## config.mk

```make
export PLATFORM = sky130hd
export DESIGN_NAME = duration_string_parser
export DESIGN_NICKNAME = d
export VERILOG_FILES = /design/src/rtl/core/dsp_pkg.sv /design/src/rtl/core/duration_string_parser.sv /design/src/rtl/core/dsp_char_class.sv /design/src/rtl/core/dsp_accum.sv
export SDC_FILE = /design/constraint.sdc
export NUM_CORES = 2
export LEC_CHECK = 0
export BUFFER_PORTS_ARGS = -buffer_cell sky130_fd_sc_hd__buf_2
export CORE_MARGIN = 2
export CORE_UTILIZATION = 65
export DETAILED_ROUTE_END_ITERATION = 10
export HOLD_SLACK_MARGIN = 0.03
export PLACE_DENSITY = 0.82
export SYNTH_ARGS = -nofsm -noshare
export SYNTH_HDL_FRONTEND = slang
export SYNTH_SLANG_ARGS = --single-unit
```

## constraint.sdc

```tcl
create_clock -name clk -period 15.4 [get_ports clk]
set_input_delay 1.54 -clock clk [delete_from_list [all_inputs] [get_ports clk]]
set_output_delay 1.54 -clock clk [all_outputs]
set_load 0.03 [all_outputs]
```

## src/rtl/core/dsp_pkg.sv

```systemverilog
// shared types, codes and constants for the duration string parser
// used by dsp_char_class, dsp_accum and duration_string_parser; no dependencies

package dsp_pkg;

  // result status codes
  typedef enum logic [2:0] {
    ST_OK        = 3'd0,
    ST_MALFORMED = 3'd1,
    ST_NEGATIVE  = 3'd2,
    ST_BADUNIT   = 3'd3,
    ST_TOOBIG    = 3'd4
  } status_t;

  // latched error codes, same values as the matching status codes
  typedef enum logic [1:0] {
    ERR_NONE      = 2'd0,
    ERR_MALFORMED = 2'd1,
    ERR_NEGATIVE  = 2'd2,
    ERR_BADUNIT   = 2'd3
  } err_t;

  localparam int VAL_W  = 31;
  localparam int MULT_W = 20;
  localparam int PROD_W = VAL_W + MULT_W;

  localparam logic [VAL_W-1:0] VAL_MAX = {VAL_W{1'b1}};

  localparam logic [MULT_W-1:0] SEC_WEEK   = MULT_W'(7 * 24 * 60 * 60);
  localparam logic [MULT_W-1:0] SEC_DAY    = MULT_W'(24 * 60 * 60);
  localparam logic [MULT_W-1:0] SEC_HOUR   = MULT_W'(60 * 60);
  localparam logic [MULT_W-1:0] SEC_MINUTE = MULT_W'(60);
  localparam logic [MULT_W-1:0] SEC_SECOND = MULT_W'(1);

  localparam logic [7:0] CH_W     = 8'h77;
  localparam logic [7:0] CH_D     = 8'h64;
  localparam logic [7:0] CH_H     = 8'h68;
  localparam logic [7:0] CH_M     = 8'h6d;
  localparam logic [7:0] CH_S     = 8'h73;
  localparam logic [7:0] CH_MINUS = 8'h2d;
  localparam logic [7:0] CH_ZERO  = 8'h30;
  localparam logic [7:0] CH_NINE  = 8'h39;

  // character classification
  typedef struct packed {
    logic              is_num;
    logic [3:0]        digit;
    logic              is_unit;
    logic [MULT_W-1:0] mult;
    logic              is_minus;
  } char_class_t;

  // one result
  typedef struct packed {
    logic [VAL_W-1:0] secs;
    status_t          status;
  } result_t;

endpackage

```

## src/rtl/core/duration_string_parser.sv

```systemverilog
// top level of the duration string parser: input register, decoder, accumulator, output register
// depends on dsp_pkg, dsp_char_class and dsp_accum

// Takes a duration text such as "1w2d3h4m5s" one ASCII character per input beat,
// with in_tlast on the final character, and returns one beat per string holding a
// status (ok, malformed, negative, invalid unit, too big) and the duration in
// seconds (zero unless ok). Digits left at the end count as seconds; the first
// error wins and the rest of the string is ignored; sums past 2^31-1 give too big.
// Throughput is one character per clock while nothing stalls: each character
// goes through a single multiply-add of the digit run against the unit's seconds
// constant and the running total, computed combinationally. The last character is
// registered in the input register and its result then in the output register,
// which drives out_tvalid; a full output register can hold it in between.
// The input side keeps accepting while a finished result waits on out_tready;
// only a last character stalls when the output register is still full.

module duration_string_parser (
  input  logic        clk,
  input  logic        rst_n,
  // input channel
  input  logic        in_tvalid,
  output logic        in_tready,
  input  logic [7:0]  in_tdata,   // [7:0] character
  input  logic        in_tlast,   // last_char
  // result channel
  output logic        out_tvalid,
  input  logic        out_tready,
  output logic [39:0] out_tdata   // [2:0] status, [33:3] total_seconds, [39:34] zero
);

  localparam int VW = dsp_pkg::VAL_W;

  // input register
  logic       in_v_r, in_v_nxt;
  logic [7:0] char_r, char_nxt;
  logic       last_r, last_nxt;

  // output register
  logic              out_v_r, out_v_nxt;
  dsp_pkg::result_t  res_r, res_nxt;

  dsp_pkg::char_class_t cls;
  dsp_pkg::result_t     result;
  logic                 fire;
  logic                 load_out;

  // a held character is processed unless it is a last one facing a full output that out_tready is not draining
  assign fire      = in_v_r && (!last_r || !out_v_r || out_tready);
  assign load_out  = fire && last_r;
  assign in_tready = !in_v_r || fire;

  dsp_char_class u_class (
    .character (char_r),
    .cls       (cls)
  );

  dsp_accum u_accum (
    .clk    (clk),
    .rst_n  (rst_n),
    .fire   (fire),
    .last   (last_r),
    .cls    (cls),
    .result (result)
  );

  always_comb begin
    in_v_nxt = in_v_r;
    char_nxt = char_r;
    last_nxt = last_r;
    if (in_tready) begin
      in_v_nxt = in_tvalid;
      char_nxt = in_tdata;
      last_nxt = in_tlast;
    end

    out_v_nxt = out_v_r;
    res_nxt   = res_r;
    if (load_out) begin
      out_v_nxt = 1'b1;
      res_nxt   = result;
    end else if (out_tready) begin
      out_v_nxt = 1'b0;
    end
  end

  always_ff @(posedge clk) begin
    if (!rst_n) begin
      in_v_r  <= 1'b0;
      out_v_r <= 1'b0;
    end else begin
      in_v_r  <= in_v_nxt;
      out_v_r <= out_v_nxt;
    end
  end

  // payload registers, no reset
  always_ff @(posedge clk) begin
    char_r <= char_nxt;
    last_r <= last_nxt;
    res_r  <= res_nxt;
  end

  assign out_tvalid = out_v_r;
  assign out_tdata  = {6'd0, res_r.secs[VW-1:0], res_r.status};

endmodule

```

## src/rtl/core/dsp_char_class.sv

```systemverilog
// character decoder: digit, unit letter with its seconds multiplier, minus sign
// depends on dsp_pkg

module dsp_char_class (
  input  logic [7:0]           character,
  output dsp_pkg::char_class_t cls
);

  always_comb begin
    cls          = '0;
    cls.is_num   = (character >= dsp_pkg::CH_ZERO) && (character <= dsp_pkg::CH_NINE);
    cls.digit    = character[3:0];
    unique case (character)
      dsp_pkg::CH_W: begin
        cls.is_unit = 1'b1;
        cls.mult    = dsp_pkg::SEC_WEEK;
      end
      dsp_pkg::CH_D: begin
        cls.is_unit = 1'b1;
        cls.mult    = dsp_pkg::SEC_DAY;
      end
      dsp_pkg::CH_H: begin
        cls.is_unit = 1'b1;
        cls.mult    = dsp_pkg::SEC_HOUR;
      end
      dsp_pkg::CH_M: begin
        cls.is_unit = 1'b1;
        cls.mult    = dsp_pkg::SEC_MINUTE;
      end
      dsp_pkg::CH_S: begin
        cls.is_unit = 1'b1;
        cls.mult    = dsp_pkg::SEC_SECOND;
      end
      dsp_pkg::CH_MINUS: begin
        cls.is_minus = 1'b1;
      end
      default: begin
        cls.is_unit = 1'b0;
      end
    endcase
  end

endmodule

```

## src/rtl/core/dsp_accum.sv

```systemverilog
// parse state and per-character arithmetic: digit run, unit multiply-add, error latch
// depends on dsp_pkg

module dsp_accum (
  input  logic                 clk,
  input  logic                 rst_n,
  input  logic                 fire,
  input  logic                 last,
  input  dsp_pkg::char_class_t cls,
  output dsp_pkg::result_t     result
);

  localparam int VW = dsp_pkg::VAL_W;
  localparam int PW = dsp_pkg::PROD_W;

  logic [VW-1:0]   run_r, run_nxt;
  logic            started_r, started_nxt;
  logic [VW-1:0]   total_r, total_nxt;
  logic            ovf_r, ovf_nxt;
  dsp_pkg::err_t   err_r, err_nxt;
  logic            err_seen_r, err_seen_nxt;

  logic [VW+3:0]   digit_val;
  logic [PW-1:0]   unit_term;
  logic [PW-1:0]   addend;
  logic [PW:0]     sum;
  logic            do_digit, do_unit, do_trail;
  logic [VW-1:0]   s_run;
  logic            s_started, s_ovf, s_err_seen;
  dsp_pkg::err_t   s_err;
  logic [VW-1:0]   s_total;
  logic            f_ovf;

  // run * 10 + digit as shift-add
  assign digit_val = ((VW+4)'(run_r) << 3) + ((VW+4)'(run_r) << 1) + (VW+4)'(cls.digit);
  assign unit_term = PW'(run_r) * PW'(cls.mult);

  always_comb begin
    do_digit   = !err_seen_r && cls.is_num;
    do_unit    = !err_seen_r && !cls.is_num && started_r && cls.is_unit;
    s_run      = run_r;
    s_started  = started_r;
    s_ovf      = ovf_r;
    s_err      = err_r;
    s_err_seen = err_seen_r;
    if (do_digit) begin
      s_started = 1'b1;
      if (digit_val > (VW+4)'(dsp_pkg::VAL_MAX)) begin
        s_ovf = 1'b1;
        s_run = dsp_pkg::VAL_MAX;
      end else begin
        s_run = digit_val[VW-1:0];
      end
    end else if (!err_seen_r) begin
      if (!started_r) begin
        s_err      = dsp_pkg::ERR_MALFORMED;
        s_err_seen = 1'b1;
      end else if (cls.is_unit) begin
        s_run     = '0;
        s_started = 1'b0;
      end else if (cls.is_minus) begin
        s_err      = dsp_pkg::ERR_NEGATIVE;
        s_err_seen = 1'b1;
      end else begin
        s_err      = dsp_pkg::ERR_BADUNIT;
        s_err_seen = 1'b1;
      end
    end

    // one adder serves both the unit term and trailing seconds
    do_trail = last && !s_err_seen && s_started;
    addend   = do_unit ? unit_term : PW'(s_run);
    sum      = (PW+1)'(total_r) + (PW+1)'(addend);
    s_total  = total_r;
    f_ovf    = s_ovf;
    if (do_unit || do_trail) begin
      if (sum > (PW+1)'(dsp_pkg::VAL_MAX)) begin
        f_ovf   = 1'b1;
        s_total = dsp_pkg::VAL_MAX;
      end else begin
        s_total = sum[VW-1:0];
      end
    end

    result.secs = '0;
    if (s_err_seen) begin
      result.status = dsp_pkg::status_t'({1'b0, s_err});
    end else if (f_ovf) begin
      result.status = dsp_pkg::ST_TOOBIG;
    end else begin
      result.status = dsp_pkg::ST_OK;
      result.secs   = s_total;
    end

    run_nxt      = run_r;
    started_nxt  = started_r;
    total_nxt    = total_r;
    ovf_nxt      = ovf_r;
    err_nxt      = err_r;
    err_seen_nxt = err_seen_r;
    if (fire) begin
      if (last) begin
        // end of string: back to the start state
        run_nxt      = '0;
        started_nxt  = 1'b0;
        total_nxt    = '0;
        ovf_nxt      = 1'b0;
        err_nxt      = dsp_pkg::ERR_NONE;
        err_seen_nxt = 1'b0;
      end else begin
        run_nxt      = s_run;
        started_nxt  = s_started;
        total_nxt    = s_total;
        ovf_nxt      = f_ovf;
        err_nxt      = s_err;
        err_seen_nxt = s_err_seen;
      end
    end
  end

  always_ff @(posedge clk) begin
    if (!rst_n) begin
      run_r      <= '0;
      started_r  <= 1'b0;
      total_r    <= '0;
      ovf_r      <= 1'b0;
      err_r      <= dsp_pkg::ERR_NONE;
      err_seen_r <= 1'b0;
    end else begin
      run_r      <= run_nxt;
      started_r  <= started_nxt;
      total_r    <= total_nxt;
      ovf_r      <= ovf_nxt;
      err_r      <= err_nxt;
      err_seen_r <= err_seen_nxt;
    end
  end

endmodule
```

Word-level counts from Yosys, hierarchy flattened:

Index checks and enable logic that the tools add are counted.

* input port bits: 13
* word-level logic and storage cells: 86
* output and inout bits: 42
* flip-flop bits (word level): 112

* magnitude comparators: 4
* reductions and logical operators: 22
* muxes and demuxes: 37
* $add $sub $neg: 3
* multiply operators: 1
* equal/unequal tests: 6

Operators by type and width (count)
* 2-to-1 mux 31 bit: 9
* one-hot mux 20 bit (5 select lines): 1
* adder 31 x 51 -> 52 bit: 1
* > comparator 52 x 31 -> 1 bit (second input constant): 1
* multiplier 31 x 20 -> 51 bit: 1
* 2-to-1 mux 51 bit: 1
* equality test 8 x 7 -> 1 bit (second input constant): 5
* adder 34 x 32 -> 35 bit: 1
* adder 35 x 4 -> 35 bit: 1
* > comparator 35 x 31 -> 1 bit (second input constant): 1
* 2-to-1 mux 1 bit: 19
* 2-to-1 mux 2 bit: 6
* logical AND 1 bit: 9
* equality test 8 x 6 -> 1 bit (second input constant): 1
* greater-or-equal comparator 8 x 6 -> 1 bit (second input constant): 1
* <= comparator 8 x 6 -> 1 bit (second input constant): 1
* logical NOT 1 bit: 6
* OR reduction 5 bit: 1
* logical OR 1 bit: 4
* 2-to-1 mux 3 bit: 1
* nonzero test 2 bit: 1
* OR reduction 2 bit: 1

Logic depth before layout (Yosys ltp):

* word-level depth: 14
* mapped depth: 49
* gate-level depth less buffers: 45

Hierarchy:

Synthesis repeated with hierarchy kept, for this count alone.

* cell total of the unflattened synthesis: 3657
* area, all modules: 30795.8 µm²

Modules (own cells, without submodules)
* dsp_accum: cells each 3545, times used 1, area each 29021.6 µm², sequential area each 1341.3 µm²
* duration_string_parser: cells each 61, times used 1, area each 1440.1 µm², sequential area each 1331.3 µm²
* dsp_char_class: cells each 51, times used 1, area each 334.1 µm², sequential area each 0.0 µm²

Worst setup path before layout:

No wires, ideal clock.

* kind: register -> register
* start point: register char_r[7]
* end point: register res_r, in the netlist out_tdata[33] (data pin)
* arrival: 10.982 ns
* data required time: 15.210 ns
* slack: 4.228 ns
* path buffers: 3
* setup time: 0.190 ns
* stages on the path, launching flop included: 44
* clock period less this slack: 11.172 ns
* cells stage by stage: edfxtp_1 nand3b_1 or4_1 nor3b_1 clkbuf_1 buf_1 nand2_1 fa_1 fa_1 fa_1 fa_1 inv_1 fa_1 fa_1 inv_1 fa_1 inv_1 ha_1 (+8 left out) a22oi_1 o21ai_0 ha_1 nand4_1 nor2_1 a21oi_1 o211ai_1 a21oi_1 o22a_1 a21oi_1 nand3_1 nor3_1 a31o_2 nand3_2 nor4_4 a41oi_2 buf_2 a2111oi_2

* cells in the longest elaborated chain, start to end: 13
* elaborated cells on any way between the ends: 41
* those cells by class: 1 x add/sub; 1 x mul; 3 x order compare; 5 x eq/ne; 19 x mux; 12 x reduce/logical

RTL lines
* from (decl): RTL line duration_string_parser.sv:35 `logic [7:0] char_r, char_nxt;`
* from (signal assigned): RTL line duration_string_parser.sv:98 `char_r <= char_nxt;`
* parallel branches: the longest is 13 deep, another holds adder 31 x 51 -> 52 bit
* to (signal assigned): RTL line duration_string_parser.sv:100 `res_r <= res_nxt;`
* to (decl): RTL line duration_string_parser.sv:40 `dsp_pkg::result_t res_r, res_nxt;`

Several ways; the timed one is not identified.
A chain may end at the register's enable or synchronous reset.

Worst setup path in the final report:

* start point: register char_r[7]
* end point: register res_r, in the netlist out_tdata[14] (data pin)

The elaborated chain is that of the path after synthesis.

==> results.yml <==
timing:
  finalSetupViolCount: 0
  hold_viol: 0
  final.setup.tns_ns: 0
  layout_min_cycle_time_ns: 13.36
  slew_headroom_pct: 13.5
  rsz0062_at_grt: "false"
  maxSlewViolCount: 0
  clock.fmax_mhz: 74.9
  hold_ws_ns: 0.531
  worst_slew_pin_slew_ns: 1.29
  fin_crit_sh_pct: 86.7
  clock_skew_ns: 0.00896
  setup_ws_ns: 2.04
synth:
  synth_area_leaders: "fa_1 29%, ha_1 18%, inv_1 7.9%"
  ys_warn_count: 0
  ys.flop_type: "dfxtp_1"
  synth_top_area_share_pct: 29.1
  yosys-top-cells-count: "526 x inv_1, 366 x fa_1, 355 x ha_1, 214 x nand2_1, 146 x nor2_1"
  yosysTopAreaCell: "fa_1"
  avgSynthCellArea_um2: 8.77
  syn_inst: 2865
  ys_ff_latch: 112
  synth-edff-count: 43
  synth.distinct_cells: 81
  post-synth-top-count-cell: "inv_1"
  ys_seq_area_share_pct: 10.6
  netlist_area_um2: 25100
  async_flop_share_pct: 0
clock_tree:
  cts_max_path_buffers: 2
  cts_resized: 0
  path_clk_slew_ns: 0.08
  hold_buffers: 0
  cts.sinks: 112
  htree_levels: 3
  cts_buffers: 9
  insertion_delay_ns: 0.36
  cts_tree: "yes"
  cts-root-buf: "clkbuf_16"
  post-cts-setup-buffers: 0
floorplan:
  start_util_pct: 65.5
  num_rows: 72
  die_y_um: 201
  boundaryPins: 55
  die_w_um: 201
  dieArea_um2: 40300
  core_um2: 38400
grt:
  grt_pass1_wl_um: 115000
  grt_max_degree: 47
  antenna_found_initial: 0
  grt.overflow.total: 0
  grt_pass1_vias: 21400
  globalRouteTotalUtil_pct: 36.2
layout:
  drive_gt1_share_pct: 5.18
  finalInstanceArea_um2: 26100
  antennaDiodeCount: 0
  syn2layout_area_growth_pct: 3.83
  n_fill_cell: 3076
  nNetsFinal: 3585
placed_design:
  routabilityCongestion: 0.966
  placed_cell_area_um2: 25800
  dp_hpwl_um: 59200
  dp_slack_ns: 2.24
  io_buffers: 48
critical_path:
  crit_path_start_kind: "flip-flop"
  rr_worst_depth: 42
  startpoint: "char_r[7]$_DFFE_PP_"
  worst-path-stages: 42
  reg2reg_to: "out_tdata[14]$_SDFFCE_PP0P_"
  critPathSlowestCell: "nor4_4"
  worstSetupPathType: "reg2reg"
  r2r_setup_slack_ns: 2.04
  cp-end-kind: "flip-flop"
  cpPeakStageDelay_ns: 0.93
  cp.arrival_ns: 13.48
  path_max_fanout: 31
  cpMostUsedCell: "fa_1"
  required_ns: 15.53
  r2r_start: "char_r[7]$_DFFE_PP_"
  crit_family: "adder cells"
  crit_buf_inv: 6
hold_path:
  whs_endpoint: "u_accum.err_r[0]$_SDFFE_PN0P_"
  min-delay-start: "u_accum.err_r[0]$_SDFFE_PN0P_"
  min_path_type: "reg2reg"
  whs_path_depth: 2
flow_run:
  maxCapViolations: 0
detailed_routing:
  wl_per_cell_um: 21.0
  wirelength_um: 70900
  firstDrtPassIters: 6
  drt-vias-per-instance: 6.18
  drt_iter0_drc: 1991
  route.detailed.drc: 0
  num_vias: 20800
  ant_nets: 0
power_and_ir_drop:
  vdd_drop_max_mv: 0.0688
  switchingPower_mw: 0.151
  p_leak_nw: 14.2
  pwr-share-clk_pct: 39.1
  p_seq_share_pct: 53.8
  swShare_pct: 25.8
  power_density_nw_per_um2: 22.4
  power_mw: 0.586
  cell_internal_pwr_mw: 0.435
  pwr-share-comb_pct: 7.1
outcome:
  status: "finished clean"
-- kinds of logic (layout without fill, tap and decap cells) --
logic type	Yosys count	count (layout)	synth area share, %
and+or+nand+nor	723	723	14.2
adders and majority gates	721	721	46.8
buffers and inverters	625	611	9.56
AOI/OAI and AO/OA	570	570	14.7
DFF	112	112	10.6
xor gates and xnor gates	94	94	3.27
muxes	19	19	0.781
other	1	6	0.0149
-- worst reg2reg max path, delay by kind of cell, from the launching register on --
| family | cells | cell delay, ns |
|---|---|---|
| xor+xnor | 1 | 0.11 |
| flops | 1 | 0.38 |
| simple gates | 12 | 4.14 |
| compound gates | 14 | 3.06 |
| buf+inv | 6 | 0.92 |
| fa+ha+maj | 9 | 4.49 |
-- routing by layer --
layer	routed length [µm]	up-vias	global-route usage [%]
met5	0	-	0
met4	2410	0	12.0
met3	5960	169	5.05
met2	32100	980	57.4
met1	30500	10200	51.6
li1	-	9498	-
-- flip-flops by register name, summed over array words and instances (netlist names) --
register	cells
u_accum.started_r	1
in_v_r	1
out_tvalid	1
out_tdata	34
u_accum.err_seen_r	1
u_accum.total_r	31
char_r	8
last_r	1
u_accum.ovf_r	1
u_accum.run_r	31
u_accum.err_r	2
-- area by class of cell --
cell class | instances | area [µm²] | area share [%]
clock inverters | 6 | 56.3 | 0.216
repair buffers | 69 | 398 | 1.52
clock buffers | 10 | 229 | 0.877
inverters | 526 | 1970 | 7.56
well taps | 518 | 648 | 2.48
multi-input cells | 2133 | 20100 | 77.1
flip-flops and latches | 112 | 2670 | 10.2
-- power groups by stage --
stage	logic [mW]	registers [mW]	clock network, mW
floorplan	0.0234	0.326	0
global placement	0.0399	0.322	0
detailed placement	0.0406	0.322	0
CTS	0.0408	0.315	0.230
global route	0.0442	0.316	0.239
finish	0.0417	0.315	0.229
-- layout by cell type (no fill, tap or decap), types with 6 or more instances in the layout --
master     netlist  final
o21bai_1        13     13
edfxtp_1        43     43
nor2b_1         15     15
a22oi_1         11     11
o31ai_1         14     14
o21a_1          19     19
o211ai_1        11     11
a21o_1          65     65
conb_1           1      6
mux2i_1         17     17
buf_2           15     48
o21ai_0        136    136
nor3_1          57     57
nor2_1         146    144
nand3_1         42     42
a211oi_1        12     12
and3_1          26     26
ha_1           355    355
xnor2_1         52     52
buf_4            6     21
inv_1          526    526
a41o_1           6      6
o22ai_1          9      9
nand2_1        214    214
a31oi_1         30     30
and2_1          75     75
nand2b_1        35     35
a21oi_1        145    144
a22o_1          28     28
xor2_1          42     42
or2_2           36     36
nand4_1         35     35
or3_1            9      9
dfxtp_1         69     69
clkbuf_16        0      9
fa_1           366    366
a311oi_1         9      9
-- worst max path at each step --
stage          slack [ns]                          end
2_1_floorplan        4.23  out_tdata[33]$_SDFFCE_PP0P_
4_1_cts              2.22  out_tdata[14]$_SDFFCE_PP0P_
3_5_place_dp         2.24  out_tdata[14]$_SDFFCE_PP0P_
6_report             2.04  out_tdata[14]$_SDFFCE_PP0P_
3_3_place_gp         2.70   out_tdata[2]$_SDFFCE_PP0P_
5_1_grt              1.37  out_tdata[14]$_SDFFCE_PP0P_
-- per-stage QoR --
stage,instances,util (%)
CTS,3374,68.0
detailed placement,3358,67.3
finish,3374,68.0
global route,3374,68.0
global placement,3358,67.3
floorplan,2870,-
No activity file was read; power rests on OpenSTA's default activity.
